$ cat config.mk
export PLATFORM = sky130hd
export DESIGN_NAME = gbm_fifo
export DESIGN_NICKNAME = d
export VERILOG_FILES = /design/src/rtl/core/gbm_pkg.sv /design/src/rtl/core/gbm_fifo.sv
export SDC_FILE = /design/constraint.sdc
export NUM_CORES = 1
export LEC_CHECK = 0
export BUFFER_PORTS_ARGS = -buffer_cell sky130_fd_sc_hd__buf_4
export CELL_PAD_IN_SITES_DETAIL_PLACEMENT = 0
export CELL_PAD_IN_SITES_GLOBAL_PLACEMENT = 1
export CORE_ASPECT_RATIO = 0.8
export CORE_MARGIN = 1
export CORE_UTILIZATION = 40
export CTS_CLUSTER_SIZE = 10
export DETAILED_ROUTE_END_ITERATION = 10
export HOLD_SLACK_MARGIN = 0.06
export PLACE_DENSITY = 0.67
export SLEW_MARGIN = 25
export SYNTH_ARGS = -nofsm -noshare
export SYNTH_HDL_FRONTEND = slang
export SYNTH_SLANG_ARGS = --single-unit
$ cat constraint.sdc
create_clock -name clk -period 3.8 [get_ports clk]
set_clock_uncertainty 0.2 [all_clocks]
set_input_delay 0.38 -clock clk [delete_from_list [all_inputs] [get_ports clk]]
set_output_delay 0.38 -clock clk [all_outputs]
set_load 0.03 [all_outputs]
$ cat src/rtl/core/gbm_pkg.sv
package gbm_pkg;

    // Field widths fixed by the interface.
    localparam int FUNC_W   = 1;
    localparam int PIX_W    = 6;
    localparam int CH_W     = 3;
    localparam int VALUE_W  = 32;
    localparam int BLK_W    = 6;
    localparam int FEAT_W   = 8;
    localparam int CFG_IDX_W  = 3;
    localparam int CFG_DATA_W = 16;

    // Internal arithmetic widths.
    localparam int COORD_W = 7;   // image coordinates and sizes
    localparam int SHIFT_W = 17;  // one minus overlap, Q16, up to 1.0
    localparam int DEN_W   = 22;  // divisor of the shared divider
    localparam int LEN_W   = 23;  // block length, Q7.16
    localparam int KS_W    = 23;  // block index times shift
    localparam int POS_W   = 46;  // block start, Q32
    localparam int AREA_W  = 14;
    localparam int DQ_W    = 40;  // dividend and quotient shift register
    localparam int STEP_W  = 6;

    localparam logic [SHIFT_W-1:0] ONE_Q16 = 17'h10000;

    // Operation codes.
    localparam logic [FUNC_W-1:0] FUNC_STORE   = 1'b0;
    localparam logic [FUNC_W-1:0] FUNC_COMPUTE = 1'b1;

    // Configuration register indexes.
    localparam logic [CFG_IDX_W-1:0] CFG_GRID_ROWS  = 3'd0;
    localparam logic [CFG_IDX_W-1:0] CFG_GRID_COLS  = 3'd1;
    localparam logic [CFG_IDX_W-1:0] CFG_OVERLAP    = 3'd2;
    localparam logic [CFG_IDX_W-1:0] CFG_IMAGE_ROWS = 3'd3;
    localparam logic [CFG_IDX_W-1:0] CFG_IMAGE_COLS = 3'd4;

    typedef struct packed {
        logic [5:0]  grid_rows;
        logic [5:0]  grid_cols;
        logic [15:0] overlap_q16;
        logic [6:0]  image_rows;
        logic [6:0]  image_cols;
    } cfg_t;

    typedef struct packed {
        logic               is_store;
        logic               store_ok;
        logic [CH_W-1:0]    ch;
        logic [PIX_W-1:0]   prow;
        logic [PIX_W-1:0]   pcol;
        logic [VALUE_W-1:0] value;
        logic [BLK_W-1:0]   brow;
        logic [BLK_W-1:0]   bcol;
    } queue_item_t;

    typedef struct packed {
        logic full;
        logic empty;
    } fifo_stat_t;

    typedef struct packed {
        logic busy;
        logic in_fin;
    } back_stat_t;

endpackage

$ cat src/rtl/core/gbm_fifo.sv
module gbm_fifo
    import gbm_pkg::*;
(
    input  logic        clk,
    input  logic        rst_n,
    input  logic        push,
    input  queue_item_t push_item,
    input  logic        pop,
    output queue_item_t head_item,
    output fifo_stat_t  stat,
    output logic [2:0]  count
);

    localparam int DEPTH = 4;

    queue_item_t entry_reg [DEPTH];
    logic [1:0] wr_ptr_reg, wr_ptr_next;
    logic [1:0] rd_ptr_reg, rd_ptr_next;
    logic [2:0] count_reg, count_next;

    // Pointer and occupancy update.
    always_comb
    begin
        wr_ptr_next = wr_ptr_reg;
        rd_ptr_next = rd_ptr_reg;
        count_next  = count_reg;
        if (push)
        begin
            wr_ptr_next = wr_ptr_reg + 2'd1;
        end
        if (pop)
        begin
            rd_ptr_next = rd_ptr_reg + 2'd1;
        end
        if (push && !pop)
        begin
            count_next = count_reg + 3'd1;
        end
        else if (!push && pop)
        begin
            count_next = count_reg - 3'd1;
        end
    end

    always_ff @(posedge clk or negedge rst_n)
    begin
        if (!rst_n)
        begin
            wr_ptr_reg <= '0;
            rd_ptr_reg <= '0;
            count_reg  <= '0;
        end
        else
        begin
            wr_ptr_reg <= wr_ptr_next;
            rd_ptr_reg <= rd_ptr_next;
            count_reg  <= count_next;
        end
    end

    // Entry storage.
    always_ff @(posedge clk)
    begin
        if (push)
        begin
            entry_reg[wr_ptr_reg] <= push_item;
        end
    end

    assign head_item  = entry_reg[rd_ptr_reg];
    assign stat.full  = (count_reg == 3'(DEPTH));
    assign stat.empty = (count_reg == 3'd0);
    assign count      = count_reg;

endmodule

---- Word-level counts from Yosys, hierarchy flattened ----
Memories as Yosys holds them, arrays and structs flattened.
Cells that the tools add are included.
word-level totals
  register bits after elaboration ......... 7
  RAM bits ................................ 244
  memories ................................ 1
memory list
  memory     depth  bits a word  read ports  clocked after memory_dff  wr ports  RTL line        text
  entry_reg  4      61           1           0                         1         gbm_fifo.sv:16  queue_item_t entry_reg [DEPTH];
operators by class
  add/sub/neg operators ................... 4
  multiplexer cells ....................... 4
  equality and inequality tests ........... 1
  reductions and logical operators ........ 6
operator list
  operator                                                             number
  3-bit 2-to-1 mux                                                     2
  2-bit by 1-bit adder with 2-bit output (second input constant)       2
  3-bit by 1-bit adder with 3-bit output (second input constant)       1
  3-bit == test (second input constant)                                1
  3-bit zero test                                                      1
  3-bit by 1-bit subtractor with 3-bit output (second input constant)  1
  1-bit logical AND                                                    2
  1-bit zero test                                                      2
  1-bit 2-to-1 mux                                                     2
  2-bit nonzero test                                                   1

---- Depth between registers and ports, before layout ----
  depth in word-level cells ............... 4
  mapped depth ............................ 7

---- Worst setup path after synthesis ----
OpenSTA, ideal clock, no wires.
  path type ............................... reg-to-reg
  start point ............................. register wr_ptr_reg[0]
  end point ............................... memory entry_reg[2][0] (netlist name) (enable)
  stages on the path, launching flop included .. 4
  period minus slack after synthesis ...... 2.679 ns
  data required time ...................... 3.175 ns
  arrival time ............................ 2.054 ns
  library setup time ...................... 0.425 ns
  buffers on the path ..................... 0
  path slack .............................. 1.121 ns
  cells stage by stage .................... dfrtp_1 -> inv_1 -> ha_1 -> and2_1
RTL lines
  what                    RTL line        text
  start, declared         gbm_fifo.sv:17  logic [1:0] wr_ptr_reg, wr_ptr_next;
  start signal, assigned  gbm_fifo.sv:55  wr_ptr_reg <= wr_ptr_next;
  end, declared           gbm_fifo.sv:16
No word-level cell before the write port.

==> impl_results.md <==
* Crit end category: primary output
* Final Hold Violating Endpoints at 0
* Core region area at 22620 sq um
* Depth of the worst register-to-register path at 3
* Effective utilization at floorplan at 0.4097
* Post-Synthesis Cell Area at 9269 sq um
* Fraction of the mapped netlist area in adder cells at 0.008909
* Proportion of register bits with asynchronous set or reset after synthesis at 0.02789
* Filler Cells Inserted at 1769
* Storage cell area at 7507 sq um
* MaxCap Viol Count at 0
* Top post-synthesis cells by count: edfxtp_1, mux4_2, buf_2, dfrtp_1, buf_12
* Number of nets in the layout at 640
* Site Rows at 49
* Worst VDD drop at 474.2 uV
* Cell depth of the worst min-delay path at 1
* Multiplexer fraction of the synthesized cell area at 0.1506
* Crit path largest cell delay at 0.73 ns
* Vias per cell at 4.930
* Cell type with the highest aggregate area in the netlist: edfxtp_1
* Remaining design rule violation count at 0
* IO Pins at 131
* Synthesized Nets at 424
* Synthesized area divided by synthesized cell count at 26.26 sq um
* Data arrival time at the worst-slack endpoint at 2.36 ns
* Routability cong. at 0.6875
* Part of the total power dissipated in the clock network at 0.253
* Root cell of the clock tree: clkbuf_16
* Comb pwr share at 0.350
* Number of cells on the critical path at 3
* Setup TNS at 0 ns
* Synth Register Bits at 251
* Clock tree from TritonCTS: done
* Path type of the worst min-delay path: reg2reg
* Crit-path most repeated cell: buf_4
* Vias in the first global route at 4790
* Total global-route track usage at 0.1505
* Quantity of I/O buffers inserted on ports at 130
* Vertical die dimension at 138.2 microns
* Maximum number of pins on one net before global-route repair at 62
* RSZ-0062 raised after global routing: no
* Final WS setup at 0.8615 ns
* Clk_lat worst skew at 0.51 ns
* Most instantiated flip-flop cell in the synthesis netlist: edfxtp_1
* Psw at 3152 uW
* Crit Path Class: reg2out
* Detailed-placement wirelength estimate at 9530 microns
* Worst-path fanout max at 24
* Sum of routed wire length over all layers at 17260 microns
* Cell chain of the critical path: buf_4 > mux4_2 > buf_4
* Number of cells produced by synthesis at 353
* Post-synth cell types at 19
* Largest cells by area after synthesis: edfxtp_1, mux4_2, dfrtp_1, buf_12, mux4_1
* Pre-antenna DRT Iters at 6
* Switching part of the total power at 0.3264
* Worst slew margin relative to its limit at 0.3439
* Power density relative to cell area at 805.9 nW/um^2
* Pre-CTS setup slack at 1.335 ns
* Cell at the slowest stage of the critical path: dfrtp_4
* Grt ovf at 0
* DRC marker count from the first detailed-route iteration at 298
* Layout overhead on the synthesized area at 29.25%
* Post-synthesis share of cell area spent on xor and xnor gates at 0.005670
* Pins Over Slew Limit at 0
* Outcome: finished clean
* Launching instance or port of the critical path: rd_ptr_reg[0]$_DFFE_PN0P_
* Total of endpoints with negative setup slack in the final report at 0
* Htree depth at 1
* Vias at 4368
* CP Buf/Inv Count at 2
* Max Clk Rate at 340.3 MHz
* Bufs on Longest Clock Path at 3
* Multi-input logic area at 1595 sq um
* Synthesis Warnings at 0
* Fraction of final layout cells sized beyond drive strength 1 at 0.3966
* Number of enable-type register cells in the synthesized netlist at 244
* Sequential fraction of design power at 0.397
* Top cell type's share of synthesized area at 0.7905
* Sort of element at the start of the critical path: register
* # diodes at 0
* Hold path startpoint: wr_ptr_reg[0]$_DFFE_PN0P_
* Wire length of the first global-routing pass at 26990 microns
* Dominant combinational cell family by area after synthesis: multiplexers
* RR Startpoint: wr_ptr_reg[0]$_DFFE_PN0P_
* Max FFs per register at 244
* Compound-Gate Fraction of Synth Area at 0.0005400
* Internal power component at 6504 uW
* Post-CTS clock slew at the launch and capture registers of the worst setup and hold paths at 0.06 ns
* Dominant delay contributor by cell family on the critical path: flip-flops
* Initial antenna violation count at 0
* Width of the die at 172.2 microns
* Seq/Total Area, Yosys at 0.8094
* Die outline area at 23790 sq um
* Tcrit/Tclk final at 0.7733
* Required time reported for the critical path endpoint at 3.22 ns
* Most frequent cell after synthesis: edfxtp_1
* Number of antenna-violating nets in the routed design at 0
* Clock sink count at 251
* Number of CTS-inserted buffers at 29
* Quantity of gates resized following cts at 0
* Leakage at 0.004152 uW
* Average wire per standard cell at 19.48 microns
* Time the final worst path needs with I/O delays and setup at 2.939 ns
* Transition time of the tightest slew-check pin at 0.9841 ns
* Post-synthesis share of cell area spent on and, or, nand and nor gates at 0.005265
## final timing paths
| path | slack (ns) | end |
|---|---|---|
| max | 0.86 | head_item[31] |
| min | 0.34 | wr_ptr_reg[0]$_DFFE_PN0P_ |
| max reg2reg | 1.72 | entry_reg[2][33]$_DFFE_PP_ |
| min reg2reg | 0.34 | wr_ptr_reg[0]$_DFFE_PN0P_ |
| max in group asynchronous | 2.49 | rd_ptr_reg[0]$_DFFE_PN0P_ |
| min in group asynchronous | 0.63 | wr_ptr_reg[1]$_DFFE_PN0P_ |
## cell type report
cell class / count / share of cell area
sequential: 251 / 0.6266
timing repair buffer: 199 / 0.1393
multi-input combinational: 84 / 0.1332
clock buffer: 41 / 0.06517
tap: 306 / 0.03196
clock inverter: 1 / 0.002507
inverter: 4 / 0.001253
## what timing repair did
action | 4_1_cts | 5_1_grt
hold buffers | 65 | 0
buffers inserted | 0 | 0
endpoints found under the hold margin | 255 | 0
endpoints found under the setup margin | 0 | 0
## worst register-to-register path, cell delays in order (launching register included)
cell and delay [ns]:
dfrtp_1 0.42, inv_1 0.10, ha_1 0.15, and2_4 0.80
## cells in the final DEF, fill, tap and decap left out, types with 2 or more instances in the layout
cell type,Yosys,routed
xnor2_1,2,2
nand2_1,2,2
edfxtp_1,244,244
inv_1,4,4
clkbuf_1,0,11
dlygate4sd3_1,0,65
clkbuf_16,0,29
and2_4,0,4
dfrtp_1,7,5
mux4_1,3,3
ha_1,5,5
xor2_1,4,4
buf_4,0,133
mux4_2,58,58
## power by group through the flow
stage | sequential (uW) | clock (uW) | combinational, uW
finish | 3840 | 2440 | 3380
global route | 3900 | 2600 | 3600
CTS | 3850 | 2500 | 3460
detailed placement | 3910 | 0 | 3400
global placement | 3870 | 0 | 3380
floorplan | 3830 | 0 | 2400
## routing by layer
| metal | vias to the layer above | global-route usage | share of wire |
|---|---|---|---|
| li1 | 1934 | - | - |
| met1 | 2280 | 0.2078 | 0.43 |
| met2 | 126 | 0.2381 | 0.48 |
| met3 | 28 | 0.04323 | 0.073 |
| met4 | 0 | 0.03307 | 0.020 |
| met5 | - | 0 | 0 |
## metrics by stage
stage	util	cell area [sq um]	hold slack (ns)	total power (uW)	cells
6_report	0.5296	11980	0.3379	9655	886
2_1_floorplan	-	9269	-0.1156	6221	353
3_5_place_dp	0.4650	10520	0.0004051	7302	779
5_1_grt	0.5296	11980	0.3732	10100	886
4_1_cts	0.5296	11980	0.3381	9813	886
3_3_place_gp	0.4650	10520	-0.003670	7255	779
## kinds of logic after synthesis
family          count (synthesis)
flops                         251
mux                            62
buf+inv                        18
simple gates                    9
xor+xnor                        6
fa+ha+maj                       6
compound gates                  1
No activity file was read; power rests on OpenSTA's default activity.
