==> src/rtl/core/gbm_pkg.sv <==
package gbm_pkg;

    // Field widths fixed by the interface.
    localparam int FUNC_W   = 1;
    localparam int PIX_W    = 6;
    localparam int CH_W     = 3;
    localparam int VALUE_W  = 32;
    localparam int BLK_W    = 6;
    localparam int FEAT_W   = 8;
    localparam int CFG_IDX_W  = 3;
    localparam int CFG_DATA_W = 16;

    // Internal arithmetic widths.
    localparam int COORD_W = 7;   // image coordinates and sizes
    localparam int SHIFT_W = 17;  // one minus overlap, Q16, up to 1.0
    localparam int DEN_W   = 22;  // divisor of the shared divider
    localparam int LEN_W   = 23;  // block length, Q7.16
    localparam int KS_W    = 23;  // block index times shift
    localparam int POS_W   = 46;  // block start, Q32
    localparam int AREA_W  = 14;
    localparam int DQ_W    = 40;  // dividend and quotient shift register
    localparam int STEP_W  = 6;

    localparam logic [SHIFT_W-1:0] ONE_Q16 = 17'h10000;

    // Operation codes.
    localparam logic [FUNC_W-1:0] FUNC_STORE   = 1'b0;
    localparam logic [FUNC_W-1:0] FUNC_COMPUTE = 1'b1;

    // Configuration register indexes.
    localparam logic [CFG_IDX_W-1:0] CFG_GRID_ROWS  = 3'd0;
    localparam logic [CFG_IDX_W-1:0] CFG_GRID_COLS  = 3'd1;
    localparam logic [CFG_IDX_W-1:0] CFG_OVERLAP    = 3'd2;
    localparam logic [CFG_IDX_W-1:0] CFG_IMAGE_ROWS = 3'd3;
    localparam logic [CFG_IDX_W-1:0] CFG_IMAGE_COLS = 3'd4;

    typedef struct packed {
        logic [5:0]  grid_rows;
        logic [5:0]  grid_cols;
        logic [15:0] overlap_q16;
        logic [6:0]  image_rows;
        logic [6:0]  image_cols;
    } cfg_t;

    typedef struct packed {
        logic               is_store;
        logic               store_ok;
        logic [CH_W-1:0]    ch;
        logic [PIX_W-1:0]   prow;
        logic [PIX_W-1:0]   pcol;
        logic [VALUE_W-1:0] value;
        logic [BLK_W-1:0]   brow;
        logic [BLK_W-1:0]   bcol;
    } queue_item_t;

    typedef struct packed {
        logic full;
        logic empty;
    } fifo_stat_t;

    typedef struct packed {
        logic busy;
        logic in_fin;
    } back_stat_t;

endpackage

==> src/rtl/core/gbm_if.sv <==
// Request channel.
interface gbm_in_if;
    logic       valid;
    logic       ready;
    logic       func;
    logic [5:0] pixel_row;
    logic [5:0] pixel_col;
    logic [2:0] channel_index;
    logic signed [31:0] integral_value;
    logic [5:0] block_row;
    logic [5:0] block_col;

    modport source (output valid, func, pixel_row, pixel_col, channel_index,
                    integral_value, block_row, block_col, input ready);
    modport sink (input valid, func, pixel_row, pixel_col, channel_index,
                  integral_value, block_row, block_col, output ready);
endinterface


// Configuration write channel.
interface gbm_cfg_if;
    logic        valid;
    logic        ready;
    logic [2:0]  index;
    logic [15:0] data;

    modport source (output valid, index, data, input ready);
    modport sink (input valid, index, data, output ready);
endinterface

==> src/rtl/core/gbm_front.sv <==
module gbm_front
    import gbm_pkg::*;
#(
    parameter int MAX_ROWS     = 64,
    parameter int MAX_COLS     = 64,
    parameter int MAX_CHANNELS = 8
)
(
    input  logic        clk,
    input  logic        rst_n,
    gbm_in_if.sink      in_ch,
    gbm_cfg_if.sink     cfg_ch,
    input  fifo_stat_t  q_stat,
    output logic        push,
    output queue_item_t push_item,
    output cfg_t        cfg
);

    cfg_t cfg_reg, cfg_next;
    logic [CH_W:0] ch_wrap;

    // Requests enter whenever the queue has room.
    assign in_ch.ready = !q_stat.full;
    assign push        = in_ch.valid && in_ch.ready;

    // Channel wraps modulo the channel count.
    always_comb
    begin
        ch_wrap = {1'b0, in_ch.channel_index};
        for (int i = 0; i < 8; i++)
        begin
            if (int'(ch_wrap) >= MAX_CHANNELS)
            begin
                ch_wrap = ch_wrap - (CH_W+1)'(MAX_CHANNELS);
            end
        end
    end

    // Classify the request for the back end.
    always_comb
    begin
        push_item.is_store = (in_ch.func == FUNC_STORE);
        push_item.store_ok = (int'(in_ch.pixel_row) < MAX_ROWS)
                          && (int'(in_ch.pixel_col) < MAX_COLS);
        push_item.ch       = ch_wrap[CH_W-1:0];
        push_item.prow     = in_ch.pixel_row;
        push_item.pcol     = in_ch.pixel_col;
        push_item.value    = in_ch.integral_value;
        push_item.brow     = in_ch.block_row;
        push_item.bcol     = in_ch.block_col;
    end

    // Configuration registers.
    assign cfg_ch.ready = 1'b1;

    always_comb
    begin
        cfg_next = cfg_reg;
        if (cfg_ch.valid)
        begin
            case (cfg_ch.index)
                CFG_GRID_ROWS:  cfg_next.grid_rows   = cfg_ch.data[5:0];
                CFG_GRID_COLS:  cfg_next.grid_cols   = cfg_ch.data[5:0];
                CFG_OVERLAP:    cfg_next.overlap_q16 = cfg_ch.data;
                CFG_IMAGE_ROWS: cfg_next.image_rows  = cfg_ch.data[6:0];
                CFG_IMAGE_COLS: cfg_next.image_cols  = cfg_ch.data[6:0];
                default:        cfg_next = cfg_reg;
            endcase
        end
    end

    always_ff @(posedge clk or negedge rst_n)
    begin
        if (!rst_n)
        begin
            cfg_reg.grid_rows   <= 6'd1;
            cfg_reg.grid_cols   <= 6'd1;
            cfg_reg.overlap_q16 <= 16'd0;
            cfg_reg.image_rows  <= 7'd64;
            cfg_reg.image_cols  <= 7'd64;
        end
        else
        begin
            cfg_reg <= cfg_next;
        end
    end

    assign cfg = cfg_reg;

endmodule

==> src/flat_wrapper.sv <==
// flat-port wrapper written by rule: the top's interface ports become plain ports
module gbm_front_flat import gbm_pkg::*;
#(
    parameter int MAX_ROWS     = 64,
    parameter int MAX_COLS     = 64,
    parameter int MAX_CHANNELS = 8
)
  (clk, rst_n, q_stat, push, push_item, cfg, in_ch_valid, in_ch_func, in_ch_pixel_row, in_ch_pixel_col, in_ch_channel_index, in_ch_integral_value, in_ch_block_row, in_ch_block_col, in_ch_ready, cfg_ch_valid, cfg_ch_index, cfg_ch_data, cfg_ch_ready);
  gbm_in_if in_ch_i ();
  gbm_cfg_if cfg_ch_i ();
  input  logic clk;
  input  logic rst_n;
  input  fifo_stat_t q_stat;
  output logic push;
  output queue_item_t push_item;
  output cfg_t cfg;
  input wire logic [$bits(in_ch_i.valid)-1:0] in_ch_valid;
  input wire logic [$bits(in_ch_i.func)-1:0] in_ch_func;
  input wire logic [$bits(in_ch_i.pixel_row)-1:0] in_ch_pixel_row;
  input wire logic [$bits(in_ch_i.pixel_col)-1:0] in_ch_pixel_col;
  input wire logic [$bits(in_ch_i.channel_index)-1:0] in_ch_channel_index;
  input wire logic [$bits(in_ch_i.integral_value)-1:0] in_ch_integral_value;
  input wire logic [$bits(in_ch_i.block_row)-1:0] in_ch_block_row;
  input wire logic [$bits(in_ch_i.block_col)-1:0] in_ch_block_col;
  output wire logic [$bits(in_ch_i.ready)-1:0] in_ch_ready;
  input wire logic [$bits(cfg_ch_i.valid)-1:0] cfg_ch_valid;
  input wire logic [$bits(cfg_ch_i.index)-1:0] cfg_ch_index;
  input wire logic [$bits(cfg_ch_i.data)-1:0] cfg_ch_data;
  output wire logic [$bits(cfg_ch_i.ready)-1:0] cfg_ch_ready;
  assign in_ch_i.valid = in_ch_valid;
  assign in_ch_i.func = in_ch_func;
  assign in_ch_i.pixel_row = in_ch_pixel_row;
  assign in_ch_i.pixel_col = in_ch_pixel_col;
  assign in_ch_i.channel_index = in_ch_channel_index;
  assign in_ch_i.integral_value = in_ch_integral_value;
  assign in_ch_i.block_row = in_ch_block_row;
  assign in_ch_i.block_col = in_ch_block_col;
  assign in_ch_ready = in_ch_i.ready;
  assign cfg_ch_i.valid = cfg_ch_valid;
  assign cfg_ch_i.index = cfg_ch_index;
  assign cfg_ch_i.data = cfg_ch_data;
  assign cfg_ch_ready = cfg_ch_i.ready;
  gbm_front #(.MAX_ROWS(MAX_ROWS), .MAX_COLS(MAX_COLS), .MAX_CHANNELS(MAX_CHANNELS)) u_core (.clk(clk), .rst_n(rst_n), .in_ch(in_ch_i), .cfg_ch(cfg_ch_i), .q_stat(q_stat), .push(push), .push_item(push_item), .cfg(cfg));
endmodule
==> config.mk <==
export PLATFORM = sky130hd
export DESIGN_NAME = gbm_front_flat
export DESIGN_NICKNAME = d
export VERILOG_FILES = /design/src/rtl/core/gbm_pkg.sv /design/src/rtl/core/gbm_if.sv /design/src/rtl/core/gbm_front.sv /design/src/flat_wrapper.sv
export SDC_FILE = /design/constraint.sdc
export NUM_CORES = 1
export LEC_CHECK = 0
export BUFFER_PORTS_ARGS = -buffer_cell sky130_fd_sc_hd__buf_4
export CORE_UTILIZATION = 33
export DETAILED_ROUTE_END_ITERATION = 6
export GPL_ROUTABILITY_DRIVEN = 0
export PLACE_DENSITY = 0.74
export SETUP_SLACK_MARGIN = 0.02
export SLEW_MARGIN = 20
export SYNTH_ARGS = -nofsm -noshare
export SYNTH_HDL_FRONTEND = slang
export SYNTH_SLANG_ARGS = --single-unit
==> constraint.sdc <==
create_clock -name clk -period 1.6 [get_ports clk]
set_clock_uncertainty 0.1 [all_clocks]
set_input_delay 0.08 -clock clk [delete_from_list [all_inputs] [get_ports clk]]
set_output_delay 0.08 -clock clk [all_outputs]
set_load 0.1 [all_outputs]
### After elaboration in Yosys (flattened, before gate mapping)

Index checks and enable logic that the tools add are counted.

* bits in registers: 42

* equality and inequality tests: 4
* bitwise operators: 1
* reductions and logical operators: 8

Operators by type and width (count)
* $reduce_and A2 Y1: 5
* $eq A3 B2 Y1 const B: 2
* $eq A3 B1 Y1 const B: 1
* $eq A3 B3 Y1 const B: 1
* $logic_not A3 Y1: 1
* $logic_and A1 B1 Y1: 1
* $logic_not A1 Y1: 1
* $not A1 Y1: 1

### Logic depth before layout (Yosys ltp)

* word-level depth: 2
* gate-level depth with buffers: 4

### Least setup slack after synthesis

Ideal clock, no wire load.

* path kind: input to output
* start point: input port q_stat[1] (netlist bit)
* end point: output port push
* arrival time: 1.415 ns
* data required time: 1.420 ns
* slack: 0.005 ns
* cell stages on the path: 1
* path through: nor2b_1

* longest elaborated chain between the ends: 2

RTL lines
* start, declared: RTL line flat_wrapper.sv:13 `input fifo_stat_t q_stat;`
* $logic_not A1 Y1: RTL line gbm_front.sv:23 `assign in_ch.ready = !q_stat.full;`
* $logic_and A1 B1 Y1: RTL line gbm_front.sv:24 `assign push = in_ch.valid && in_ch.ready;`
* end, declared: RTL line flat_wrapper.sv:14 `output logic push;`

No other way between the ends.

### Final worst setup path

* start point: register u_core.cfg_reg, in the netlist u_core.cfg[13]
* end point: output port cfg[13] (netlist bit)

RTL lines
* start, declared: RTL line gbm_front.sv:19 `cfg_t cfg_reg, cfg_next;`
* start signal, assigned: RTL line gbm_front.sv:84 `cfg_reg <= cfg_next;`
* end, declared: RTL line flat_wrapper.sv:16 `output cfg_t cfg;`

No word-level cell between the ends.

==> impl_metrics.py <==
metrics = {
    "status": {
        "status": "finished, final reports clean",
    },
    "grt": {
        "grt-ovfl-total": 0,
        "grt_pass1_wl_um": 6000,
        "antenna_found_initial": 0,
        "grt_usage": 0.125,
        "grt_pass1_vias": 1179,
        "grt_max_degree": 43,
    },
    "sta": {
        "finalSetupViolations": 0,
        "fin_crit_sh": 0.802,
        "fmax_mhz": 780,
        "finalWorstSetupSlack_ns": 0.317,
        "worst_pin_slew_ns": 0.528,
        "hold_viol": 0,
        "relSlewSlack": 0.648,
        "tns_ns": 0,
        "min_period_ns": 1.28,
        "rsz0062_at_grt": "false",
        "slew_viol_final": 0,
    },
    "die": {
        "io_pins": 191,
        "die_area_um2": 6850,
        "rows": 29,
        "initial_utilization": 0.341,
        "die_w_um": 82.8,
        "die_y_um": 82.8,
        "design.core.area_um2": 6310,
    },
    "layout": {
        "antennaDiodeCount": 0,
        "final_common_cell": "buf_4",
        "largest_reg_flops": 42,
        "syn_to_final_growth_pct": 20.3,
        "layout-drive-gt1-share": 0.677,
        "nets": 276,
        "postLayoutCoreUtil": 0.410,
        "seq_area_um2": 1060,
        "layout_common_cells": "buf_4, dfrtp_1, mux2_2",
        "multi_input_area_um2": 597,
        "final.fill_count": 599,
        "fin_cells": 269,
    },
    "drt": {
        "route.detailed.drc": 0,
        "wl_met3_um": 428,
        "detail-route-antenna-nets": 0,
        "drt_iter0_drc": 40,
        "dr.max_layer_used": "met4",
        "wl_met1_um": 1730,
        "wl_per_cell_um": 15.6,
        "wl_met2_um": 1950,
        "vias": 1201,
        "drt-pass1-iter-count": 4,
        "routed_wl_um": 4200,
        "vias_per_cell": 4.46,
    },
    "clocking": {
        "hold_buffers": 17,
        "clkTransAtPathRegs_ns": 0.07,
        "numCtsBuffers": 5,
        "h-tree-depth": 2,
        "cts-root-buf": "clkbuf_8",
        "cts_tree": "done",
        "cts_resized": 0,
        "clock_latency_ns": 0.29,
        "clk_path_buf_depth": 2,
        "cts_setup_buffers": 0,
        "cts.sinks": 42,
    },
    "hold_path": {
        "holdPathStages": 0,
        "hold_class": "input port to output pin",
        "hold_path.startpoint": "in_ch_integral_value[3]",
        "min_to": "push_item[15]",
    },
    "logic_synthesis": {
        "synth_xor_area_frac": 0,
        "syn-mean-instance-area_um2": 13.6,
        "synth_mux_area_frac": 0.237,
        "synthAdderAreaFrac": 0,
        "ys.flop_type": "dfrtp_1",
        "synth_compound_area_frac": 0,
        "ys_ff_latch": 42,
        "ys_types": 15,
        "synth-async-reset-ratio": 1.00,
        "ys_warn_count": 0,
        "synth_edf_count": 0,
        "ys_seq_area_frac": 0.490,
        "synth_top_family_by_area": "multiplexers",
        "syn_inst": 158,
        "yosys.area_share.simple": 0.0354,
        "synth_area_um2": 2150,
    },
    "worst_setup_path": {
        "critical_path_class": "flip-flop to output pin",
        "r2r_setup_slack_ns": 0.73,
        "r2r-start": "u_core.cfg[19]$_DFFE_PN0P_",
        "worstPathArrival_ns": 1.10,
        "worstPathCellList": "buf_4",
        "cp-start-kind": "flip-flop",
        "worstPathRequired_ns": 1.42,
        "reg2reg_depth": 1,
        "slowest_delay_ns": 0.53,
        "crit_family": "flip-flops",
        "cp_slowest_cell": "dfstp_2",
        "path_buf_inv": 1,
        "cp_max_fo": 2,
        "end_kind": "output pin",
        "r2r-end": "u_core.cfg[19]$_DFFE_PN0P_",
    },
    "placed_design": {
        "place_ws_ns": 0.304,
        "dp.cells": 244,
        "io_buffers": 69,
        "dpl.hpwl_um": 2830,
    },
    "power": {
        "p_seq_frac": 0.292,
        "clkPwrFrac": 0.176,
        "power.density_nw_per_um2": 1900,
        "p_leak_nw": 1.22,
        "switchingPower_w": 0.00251,
        "p_comb_frac": 0.532,
        "intPower_w": 0.00240,
        "ir_drop_v": 0.00104,
        "switching_share": 0.511,
    },
    "job": {
        "max_cap_violations": 0,
    },
}
==> cell families after synthesis <==
group	after synthesis
other	1
buffers and inverters	67
AND/OR/NAND/NOR	6
multiplexers	42
flip-flops	42
==> synthesized netlist by cell type, types with 2 or more instances <==
library cell   n  area, µm²
mux2_4        10        150
mux2_2        32        360
buf_4         61        458
buf_2          2       10.0
and4bb_2       2       25.0
inv_1          2       7.51
dfrtp_1       38        951
dfstp_2        4        105
==> power groups by stage <==
stage | combinational (W) | clock, W | sequential, W
detailed placement | 0.00259 | 0 | 0.00146
global placement | 0.00258 | 0 | 0.00145
CTS | 0.00263 | 0.000896 | 0.00144
floorplan | 0.00102 | 0 | 0.00318
finish | 0.00261 | 0.000864 | 0.00144
global route | 0.00268 | 0.000943 | 0.00147
==> area by class of cell <==
cell class,instances,area share
Clock buffer,7,0.0333
Multi-Input combinational cell,50,0.230
Tap cell,77,0.0372
Inverter,2,0.00290
Sequential cell,42,0.408
Timing Repair Buffer,90,0.277
Clock inverter,1,0.0116
==> layer usage <==
| layer | track usage | vias to the layer above |
|---|---|---|
| met5 | 0 | - |
| met4 | 0.0638 | 0 |
| met3 | 0.0536 | 22 |
| met2 | 0.199 | 68 |
| met1 | 0.142 | 584 |
| li1 | - | 527 |
==> stage by stage <==
stage | area (µm²) | total power [W] | hold slack (ns)
after global routing | 2590 | 0.00509 | 0.0601
after floorplan | 2160 | 0.00420 | -0.316
after CTS | 2590 | 0.00496 | 0.0607
after detailed placement | 2300 | 0.00405 | -0.00163
final | 2590 | 0.00491 | 0.0600
after global placement | 2300 | 0.00402 | -0.00178
==> how the worst max path moves through the flow <==
stage / startpoint / end / slack (ns) / cells past startpoint
floorplan: u_core.cfg[10]$_DFFE_PN0P_ / u_core.cfg[10]$_DFFE_PN0P_ / 0.24 / 1
global placement: cfg_ch_index[2] / u_core.cfg[17]$_DFFE_PN0P_ / 0.32 / 4
detailed placement: cfg_ch_index[2] / u_core.cfg[29]$_DFFE_PN0P_ / 0.30 / 4
CTS: u_core.cfg[13]$_DFFE_PN1P_ / cfg[13] / 0.30 / 1
global route: u_core.cfg[36]$_DFFE_PN1P_ / cfg[36] / 0.28 / 1
finish: u_core.cfg[13]$_DFFE_PN1P_ / cfg[13] / 0.32 / 1
Power figures use the tool's default switching activity.
